`config.mk`:
```
export PLATFORM = sky130hd
export DESIGN_NAME = lin_frame_receiver_top
export DESIGN_NICKNAME = d
export VERILOG_FILES = /design/src/lfr_pkg.sv /design/src/lfr_frame_fsm.sv /design/src/lfr_out_stage.sv /design/src/lin_frame_receiver_top.sv
export SDC_FILE = /design/constraint.sdc
export NUM_CORES = 1
export LEC_CHECK = 0
export BUFFER_PORTS_ARGS = -buffer_cell sky130_fd_sc_hd__buf_2
export CAP_MARGIN = 15
export CORE_AREA = 2 2 163 165
export DETAILED_ROUTE_END_ITERATION = 12
export DIE_AREA = 0 0 165 167
export HOLD_SLACK_MARGIN = 0.02
export PLACE_DENSITY_LB_ADDON = 0.2
export SLEW_MARGIN = 20
export SYNTH_ARGS = -nofsm -noshare
export SYNTH_HDL_FRONTEND = slang
export SYNTH_SLANG_ARGS = --single-unit
```
`constraint.sdc`:
```
create_clock -name aclk -period 8.1 [get_ports aclk]
set_clock_uncertainty 0.05 [all_clocks]
set_input_delay 1.62 -clock aclk [delete_from_list [all_inputs] [get_ports aclk]]
set_output_delay 1.62 -clock aclk [all_outputs]
set_load 0.005 [all_outputs]
```
`src/lfr_pkg.sv`:
```
// ----------------------------------------------------------------------------
// LIN frame receiver package
// Status codes, the result descriptor and the LIN checksum and parity helpers.
// ----------------------------------------------------------------------------
package lfr_pkg;

    localparam logic [2:0] ST_IGNORED   = 3'd0;
    localparam logic [2:0] ST_BREAK     = 3'd1;
    localparam logic [2:0] ST_SYNC_OK   = 3'd2;
    localparam logic [2:0] ST_ID_OK     = 3'd3;
    localparam logic [2:0] ST_STORED    = 3'd4;
    localparam logic [2:0] ST_DATA      = 3'd5;
    localparam logic [2:0] ST_MISMATCH  = 3'd6;
    localparam logic [2:0] ST_CHK_BAD   = 3'd7;

    localparam logic [1:0] REG_IDENT    = 2'd0;
    localparam logic [1:0] REG_DATA_LEN = 2'd1;
    localparam logic [1:0] REG_CHK_MODE = 2'd2;

    localparam logic [1:0] MODE_AUTO     = 2'd0;
    localparam logic [1:0] MODE_ENHANCED = 2'd1;

    localparam logic [7:0] BREAK_BYTE   = 8'h00;
    localparam logic [7:0] SYNC_BYTE    = 8'h55;
    localparam logic [5:0] FIRST_DIAG_ID = 6'h3C;

    // One result descriptor: a single status, or a burst of count data bytes.
    typedef struct packed {
        logic [2:0] status;
        logic       burst;
        logic [3:0] count;
    } lfr_result_t;

    // Protected identifier: frame ID with parity bits P0 (bit 6) and P1 (bit 7).
    function automatic logic [7:0] prot_id(input logic [5:0] id);
        logic p0;
        logic p1;
        p0 = id[0] ^ id[1] ^ id[2] ^ id[4];
        p1 = ~(id[1] ^ id[3] ^ id[4] ^ id[5]);
        return {p1, p0, id};
    endfunction

    // Eight-bit add with end-around carry.
    function automatic logic [7:0] carry_add(input logic [7:0] a, input logic [7:0] b);
        logic [8:0] s;
        s = {1'b0, a} + {1'b0, b};
        return s[8] ? (s[7:0] + 8'd1) : s[7:0];
    endfunction

endpackage

```
`src/lfr_frame_fsm.sv`:
```
// ----------------------------------------------------------------------------
// LIN frame receiver frame sequencer
// Tracks break, sync, protected ID, data and checksum per received byte.
// ----------------------------------------------------------------------------
module lfr_frame_fsm
    import lfr_pkg::*;
#(
    parameter int MAX_DATA_BYTES = 8,
    parameter int IDX_W          = 3
) (
    input  logic              aclk,
    input  logic              aresetn,
    input  logic              cfg_we,
    input  logic [1:0]        cfg_addr,
    input  logic [5:0]        cfg_wdata,
    input  logic              accept,
    input  logic [7:0]        rx_byte,
    output lfr_result_t       result,
    output logic [7:0]        store [MAX_DATA_BYTES]
);

    typedef enum logic [2:0] {
        PH_BREAK,
        PH_SYNC,
        PH_PID,
        PH_DATA,
        PH_CHK
    } phase_t;

    localparam logic [3:0] MAX_LEN = 4'(MAX_DATA_BYTES);

    phase_t     phase_reg, phase_next;
    logic [3:0] count_reg, count_next;
    logic [7:0] sum_reg, sum_next;
    logic [5:0] ident_reg;
    logic [3:0] data_len_reg;
    logic [1:0] chk_mode_reg;
    logic [7:0] store_reg [MAX_DATA_BYTES];
    logic       store_we;

    logic       length_ok;
    logic       enhanced;
    logic [7:0] pid;
    logic [7:0] chk_sum;
    logic [3:0] count_inc;

    assign length_ok = (data_len_reg >= 4'd1) && (data_len_reg <= MAX_LEN);
    assign pid       = prot_id(ident_reg);
    assign count_inc = count_reg + 4'd1;

    always_comb begin
        unique case (chk_mode_reg)
            MODE_ENHANCED: enhanced = 1'b1;
            MODE_AUTO:     enhanced = (ident_reg < FIRST_DIAG_ID);
            default:       enhanced = 1'b0;
        endcase
        chk_sum = enhanced ? carry_add(sum_reg, pid) : sum_reg;
    end

    always_comb begin
        phase_next = phase_reg;
        count_next = count_reg;
        sum_next   = sum_reg;
        store_we   = 1'b0;
        result     = '{status: ST_IGNORED, burst: 1'b0, count: 4'd1};
        unique case (phase_reg)
            PH_BREAK: begin
                if (rx_byte == BREAK_BYTE) begin
                    phase_next    = PH_SYNC;
                    result.status = ST_BREAK;
                end
            end
            PH_SYNC: begin
                if (rx_byte == SYNC_BYTE) begin
                    phase_next    = PH_PID;
                    result.status = ST_SYNC_OK;
                end else begin
                    phase_next    = PH_BREAK;
                    count_next    = 4'd0;
                    sum_next      = 8'd0;
                    result.status = ST_MISMATCH;
                end
            end
            PH_PID: begin
                count_next = 4'd0;
                sum_next   = 8'd0;
                if (rx_byte == pid && length_ok) begin
                    phase_next    = PH_DATA;
                    result.status = ST_ID_OK;
                end else begin
                    phase_next    = PH_BREAK;
                    result.status = ST_MISMATCH;
                end
            end
            PH_DATA: begin
                if (!length_ok || count_reg >= MAX_LEN) begin
                    phase_next    = PH_BREAK;
                    count_next    = 4'd0;
                    sum_next      = 8'd0;
                    result.status = ST_MISMATCH;
                end else begin
                    store_we      = 1'b1;
                    sum_next      = carry_add(sum_reg, rx_byte);
                    count_next    = count_inc;
                    result.status = ST_STORED;
                    if (count_inc >= data_len_reg) begin
                        phase_next = PH_CHK;
                    end
                end
            end
            PH_CHK: begin
                phase_next = PH_BREAK;
                count_next = 4'd0;
                sum_next   = 8'd0;
                if (rx_byte != ~chk_sum || count_reg == 4'd0) begin
                    result.status = ST_CHK_BAD;
                end else begin
                    result.status = ST_DATA;
                    result.burst  = 1'b1;
                    result.count  = (count_reg > MAX_LEN) ? MAX_LEN : count_reg;
                end
            end
            default: begin
                phase_next = PH_BREAK;
                count_next = 4'd0;
                sum_next   = 8'd0;
            end
        endcase
    end

    always_ff @(posedge aclk) begin
        if (!aresetn) begin
            phase_reg    <= PH_BREAK;
            count_reg    <= 4'd0;
            sum_reg      <= 8'd0;
            ident_reg    <= 6'd0;
            data_len_reg <= MAX_LEN;
            chk_mode_reg <= MODE_AUTO;
        end else begin
            if (accept) begin
                phase_reg <= phase_next;
                count_reg <= count_next;
                sum_reg   <= sum_next;
            end
            if (cfg_we) begin
                unique case (cfg_addr)
                    REG_IDENT:    ident_reg    <= cfg_wdata;
                    REG_DATA_LEN: data_len_reg <= cfg_wdata[3:0];
                    REG_CHK_MODE: chk_mode_reg <= cfg_wdata[1:0];
                    default: ;
                endcase
            end
        end
    end

    // The store is written only inside a frame; entries are read once written.
    always_ff @(posedge aclk) begin
        if (accept && store_we) begin
            store_reg[count_reg[IDX_W-1:0]] <= rx_byte;
        end
    end

    assign store = store_reg;

endmodule

```
`src/lfr_out_stage.sv`:
```
// ----------------------------------------------------------------------------
// LIN frame receiver result stage
// Holds one result descriptor and plays out single results or data bursts.
// ----------------------------------------------------------------------------
module lfr_out_stage
    import lfr_pkg::*;
#(
    parameter int MAX_DATA_BYTES = 8,
    parameter int IDX_W          = 3
) (
    input  logic              aclk,
    input  logic              aresetn,
    input  logic              load,
    input  lfr_result_t       result,
    input  logic [7:0]        store [MAX_DATA_BYTES],
    output logic              free,
    output logic              m_valid,
    input  logic              m_ready,
    output logic [2:0]        m_status,
    output logic [7:0]        m_data_byte,
    output logic [2:0]        m_byte_index,
    output logic              m_last
);

    logic             valid_reg;
    logic [2:0]       status_reg;
    logic             burst_reg;
    logic [IDX_W-1:0] idx_reg;
    logic [IDX_W-1:0] last_idx_reg;
    logic [7:0]       buf_reg [MAX_DATA_BYTES];
    logic             at_last;

    assign at_last = (idx_reg == last_idx_reg);
    assign free    = !valid_reg || (m_ready && at_last);

    always_ff @(posedge aclk) begin
        if (!aresetn) begin
            valid_reg <= 1'b0;
            idx_reg   <= '0;
        end else if (load) begin
            valid_reg <= 1'b1;
            idx_reg   <= '0;
        end else if (valid_reg && m_ready) begin
            if (at_last) begin
                valid_reg <= 1'b0;
            end else begin
                idx_reg <= idx_reg + 1'b1;
            end
        end
    end

    // Snapshot of the data store so the next frame can refill it meanwhile.
    always_ff @(posedge aclk) begin
        if (load) begin
            status_reg   <= result.status;
            burst_reg    <= result.burst;
            last_idx_reg <= IDX_W'(result.count - 4'd1);
            buf_reg      <= store;
        end
    end

    assign m_valid      = valid_reg;
    assign m_status     = status_reg;
    assign m_data_byte  = burst_reg ? buf_reg[idx_reg] : 8'd0;
    assign m_byte_index = 3'(idx_reg);
    assign m_last       = at_last;

`ifndef ASSERT_OFF
    a_idx_in_range: assert property (@(posedge aclk) disable iff (!aresetn)
        valid_reg |-> (idx_reg <= last_idx_reg))
        else $error("burst index beyond last entry");

    a_single_is_one: assert property (@(posedge aclk) disable iff (!aresetn)
        (valid_reg && !burst_reg) |-> (last_idx_reg == '0))
        else $error("single result spans more than one transaction");

    a_burst_step: assert property (@(posedge aclk) disable iff (!aresetn)
        (valid_reg && m_ready && !at_last) |=>
            (valid_reg && idx_reg == $past(idx_reg) + 1'b1))
        else $error("burst did not advance by one");

    a_no_load_busy: assert property (@(posedge aclk) disable iff (!aresetn)
        (valid_reg && !(m_ready && at_last)) |-> !load)
        else $error("result loaded over a pending transaction");
`endif

endmodule

```
`src/lin_frame_receiver_top.sv`:
```
// ----------------------------------------------------------------------------
// LIN frame receiver top level
// Receives LIN bytes, checks header and checksum, and emits frame data.
// ----------------------------------------------------------------------------
// Usage:
// Each s_ channel transaction carries one byte from the LIN UART on s_rx_byte.
// The block hunts for a break byte, checks the sync byte and the protected ID
// built from the frame identifier register, stores data_length data bytes and
// checks the checksum (classic or enhanced per checksum_mode). Every byte
// produces one m_ channel transaction with a status code, except a good
// checksum, which produces one transaction per stored data byte with m_last
// on the last.
// A result is registered and valid in the cycle after its byte is taken.
// One byte per cycle is taken while m_ready is high and no data burst is
// playing out; the result register holds one byte's results at a time.
// When the receiver stalls, s_ready stays low until the pending result (or
// the last beat of a burst) is taken in the same cycle. Configuration is a
// plain write port; the user must write it only while the block is idle,
// which the block does not enforce. Synchronous active-low reset returns the
// block to the break hunt, restores the register defaults and drops m_valid.
// ----------------------------------------------------------------------------
module lin_frame_receiver_top
    import lfr_pkg::*;
#(
    parameter int MAX_DATA_BYTES = 8
) (
    input  logic       aclk,
    input  logic       aresetn,
    input  logic       cfg_we,
    input  logic [1:0] cfg_addr,
    input  logic [5:0] cfg_wdata,
    input  logic       s_valid,
    output logic       s_ready,
    input  logic [7:0] s_rx_byte,
    output logic       m_valid,
    input  logic       m_ready,
    output logic [2:0] m_status,
    output logic [7:0] m_data_byte,
    output logic [2:0] m_byte_index,
    output logic       m_last
);

    // Index width into the data store; at least one bit.
    localparam int IDX_W = (MAX_DATA_BYTES > 1) ? $clog2(MAX_DATA_BYTES) : 1;

    logic        accept;
    logic        free;
    lfr_result_t result;
    logic [7:0]  store [MAX_DATA_BYTES];

    // A byte is taken whenever the result register is empty or drains now.
    assign s_ready = free;
    assign accept  = s_valid && free;

    lfr_frame_fsm #(
        .MAX_DATA_BYTES (MAX_DATA_BYTES),
        .IDX_W          (IDX_W)
    ) u_fsm (
        .aclk      (aclk),
        .aresetn   (aresetn),
        .cfg_we    (cfg_we),
        .cfg_addr  (cfg_addr),
        .cfg_wdata (cfg_wdata),
        .accept    (accept),
        .rx_byte   (s_rx_byte),
        .result    (result),
        .store     (store)
    );

    lfr_out_stage #(
        .MAX_DATA_BYTES (MAX_DATA_BYTES),
        .IDX_W          (IDX_W)
    ) u_out (
        .aclk         (aclk),
        .aresetn      (aresetn),
        .load         (accept),
        .result       (result),
        .store        (store),
        .free         (free),
        .m_valid      (m_valid),
        .m_ready      (m_ready),
        .m_status     (m_status),
        .m_data_byte  (m_data_byte),
        .m_byte_index (m_byte_index),
        .m_last       (m_last)
    );

endmodule

```
==> impl_metrics.yaml <==
cells_and_area:
  stdcell_area_mm2: 0.00884
  drive_gt1_share_pct: 18.5
  num_antenna_cells: 0
  multi_input_logic_area_mm2: 0.00287
  layout.nets: 636
  syn2layout_area_growth_pct: 16.3
  nFillCells: 2501
  ff_latch_area_mm2: 0.00467
  final_core_util_pct: 34.3
power_and_ir_drop:
  p_int_uw: 1450
  power_density_mw_per_mm2: 213
  max-vdd-ir-drop_uv: 138
  sequentialPowerShare_pct: 50.1
  power_switching_uw: 437
  power.share.clock_pct: 44.3
  power.share.switching_pct: 23.1
  static-leakage-power_uw: 0.00308
  p_comb_share_pct: 5.5
routing:
  post_drt_wl_per_cell_um: 17.5
  drtIter0Drc: 336
  routed_wl_um: 16300
  total_via_count_after_detailed_routing: 4446
  drt_pass1_iterations: 6
  viasPerCell: 4.76
  drtAntennaViolNets: 0
  remaining_drc_errors: 0
floorplanning:
  std_cell_rows: 59
  die-area_mm2: 0.0276
  start_util_pct: 29.5
  die_y_um: 167
  core-area_mm2: 0.0258
  die_w_um: 165
  ios: 38
run_status:
  outcome: "complete, no violations"
global_route:
  grt_first_pass_wirelength_um: 25900
  grtUsageTotal_pct: 12.5
  grt_start_max_net_pins: 72
  globalRoute.totalOverflow: 0
  first_global_vias: 4580
  initial_antenna_violation_count: 0
worst_setup_path:
  crit_chain: "ha_1, inv_1, fa_1, nand2b_1, a211oi_4, o211ai_2, nor3_2, nand3_1, a41o_1, and4_4, or4_4, a211oi_2, ha_1, xor2_1"
  r2r-end: "u_out.last_idx_reg[2]"
  r2r_cells: 14
  end_kind: "flip-flop"
  worst_ep_arrival_time_ps: 4360
  r2r_setup_slack_ps: 3840
  worst_path_largest_cell_delay_ps: 550
  critPathLaunchType: "flip-flop"
  critPathLaunch: "u_fsm.sum_reg[0]"
  path_class: "flip-flop to flip-flop"
  critical_path.reg2reg.startpoint: "u_fsm.sum_reg[0]"
  cell_repeated_most_along_the_worst_path: "sky130_fd_sc_hd__ha_1"
  critPathSlowestCell: "sky130_fd_sc_hd__or4_4"
  critPathRequiredTime_ps: 8200
  top_fanout_value_on_the_critical_path: 6
  setup.worst_path.end: "u_out.last_idx_reg[2]"
synth:
  post_synth_inst_count: 545
  netlist-cell-type-count: 62
  syn_area_per_cell_um2: 14.0
  ys_ff_latch: 166
  synth-async-reset-ratio_pct: 0
  syn-num-nets: 594
  synth-seq-area-share_pct: 61.5
  netlist_area_mm2: 0.00761
  dominantRegCellSynth: "sky130_fd_sc_hd__edfxtp_1"
  synth_enable_flop_cells: 135
  ys.warnings.count: 0
clock_tree:
  cts-root-buf: "sky130_fd_sc_hd__clkbuf_16"
  tritoncts: "built"
  post_cts_setup_bufs: 0
  clkSinkCount: 166
  worst_skew_pair.late_latency_ps: 430
  clk_pin_slew_ps: 70
  cts_made_buffers: 17
  clk_path_buf_depth: 2
  hold_buffers: 0
  clock_tree.htree_level_count: 4
  post_cts_resize_count: 0
sta:
  worst_slew_margin_rel_pct: 28.7
  fmax_ghz: 0.235
  final_max_slew_viol_count: 0
  report.final.hold_viol_count: 0
  setup-tns-final_ps: 0
  report.final.setup_viol: 0
  tightestPinTransition_ps: 1060
  setup_repair_after_global_routing_missed_its_margin: "no"
  finalCriticalPeriod_ps: 4260
  share_of_the_cycle_needed_by_the_critical_path_after_routing_pct: 52.6
hold_path:
  hold_depth: 0
  worstHoldPathType: "flip-flop to flip-flop"
  hold_path.startpoint: "u_fsm.store[31]"
flow_run:
  max_cap_violations: 0
place:
  hpwl_um: 11200
  buffer_ports.inserted: 37
  placement_cell_area_mm2: 0.00822
  routabilityCongestion: 0.838
stage by stage:
| stage | hold slack, ps | std cells | total power, µW | setup WS (ps) |
|---|---|---|---|---|
| 5_1_grt | 367 | 935 | 1950 | 3540 |
| 3_5_place_dp | 355 | 903 | 1070 | 3650 |
| 3_3_place_gp | 351 | 903 | 1070 | 3670 |
| 2_1_floorplan | 350 | 545 | 1030 | 4020 |
| 4_1_cts | 365 | 935 | 1910 | 3790 |
| 6_report | 360 | 935 | 1890 | 3840 |
critical path: cells and delay by family, from the launching register on:
| kind | cells | cell delay (ps) |
|---|---|---|
| buf+inv | 1 | 50 |
| xor+xnor | 1 | 70 |
| compound gates | 4 | 1060 |
| fa+ha+maj | 3 | 810 |
| simple gates | 5 | 1490 |
| flops | 1 | 440 |
layout by cell type (no fill, tap or decap), drive strengths merged, types with 3 or more instances in the layout:
master	n
nor3	10
o21ai	22
dfxtp	31
nand3b	4
nor4	6
xor2	17
nand2	26
mux2i	21
inv	22
xnor2	32
a21boi	4
nand4	4
nor2	24
nor2b	33
a22oi	5
edfxtp	135
clkinv	7
ha	26
nand3	10
o211ai	6
nor3b	7
mux4	16
or3	4
or4	3
a21oi	17
a21o	4
clkbuf	17
nand2b	6
buf	40
a211oi	5
metal layers:
layer / part of all wire (%) / GRT usage (%) / vias up / wire length (µm)
li1: - / - / 2146 / -
met1: 46 / 16.1 / 2200 / 7530
met2: 49 / 21.3 / 86 / 8070
met3: 3.4 / 2.94 / 14 / 562
met4: 0.98 / 2.61 / 0 / 160
met5: 0 / 0 / - / 0
power by group through the flow:
stage	clock, µW	sequential [µW]	combinational, µW
3_3_place_gp	0	965	106
3_5_place_dp	0	966	107
2_1_floorplan	0	963	70.1
4_1_cts	854	947	108
6_report	837	946	105
5_1_grt	890	948	117
synthesized netlist by cell type (all sizes together) (10+ instances only):
cell type | number | area, µm²
nor2 | 24 | 90.1
mux2i | 21 | 210
nand2 | 26 | 97.6
a21oi | 17 | 85.1
nand3 | 10 | 50.1
o21ai | 22 | 110
nor2b | 33 | 206
mux4 | 16 | 360
ha | 26 | 325
nor3 | 10 | 55.1
inv | 16 | 60.1
xor2 | 17 | 149
dfxtp | 31 | 621
clkbuf | 15 | 56.3
xnor2 | 32 | 280
edfxtp | 135 | 4050
area by class of cell:
cell class | instances | area share [%]
Clock inverter | 15 | 2.18
Clock buffer | 17 | 4.81
Timing Repair Buffer | 40 | 2.35
Tap cell | 335 | 4.74
Multi-Input combinational cell | 346 | 32.4
Sequential cell | 166 | 52.9
Inverter | 16 | 0.679
cell families after synthesis:
group / share of synthesized area [%]
compound gates: 7.65
fa+ha+maj: 4.80
simple gates: 11.0
xor+xnor: 5.94
mux: 7.50
flops: 61.5
buf+inv: 1.63
worst min path at each step:
| stage | to | slack [ps] |
|---|---|---|
| floorplan | u_out.buf_reg[0] | 350 |
| global placement | u_out.buf_reg[24] | 350 |
| detailed placement | u_out.buf_reg[23] | 350 |
| CTS | u_out.buf_reg[51] | 370 |
| global route | u_out.buf_reg[31] | 370 |
| finish | u_out.buf_reg[31] | 360 |
Note: power is estimated with default switching activity, not from simulation.
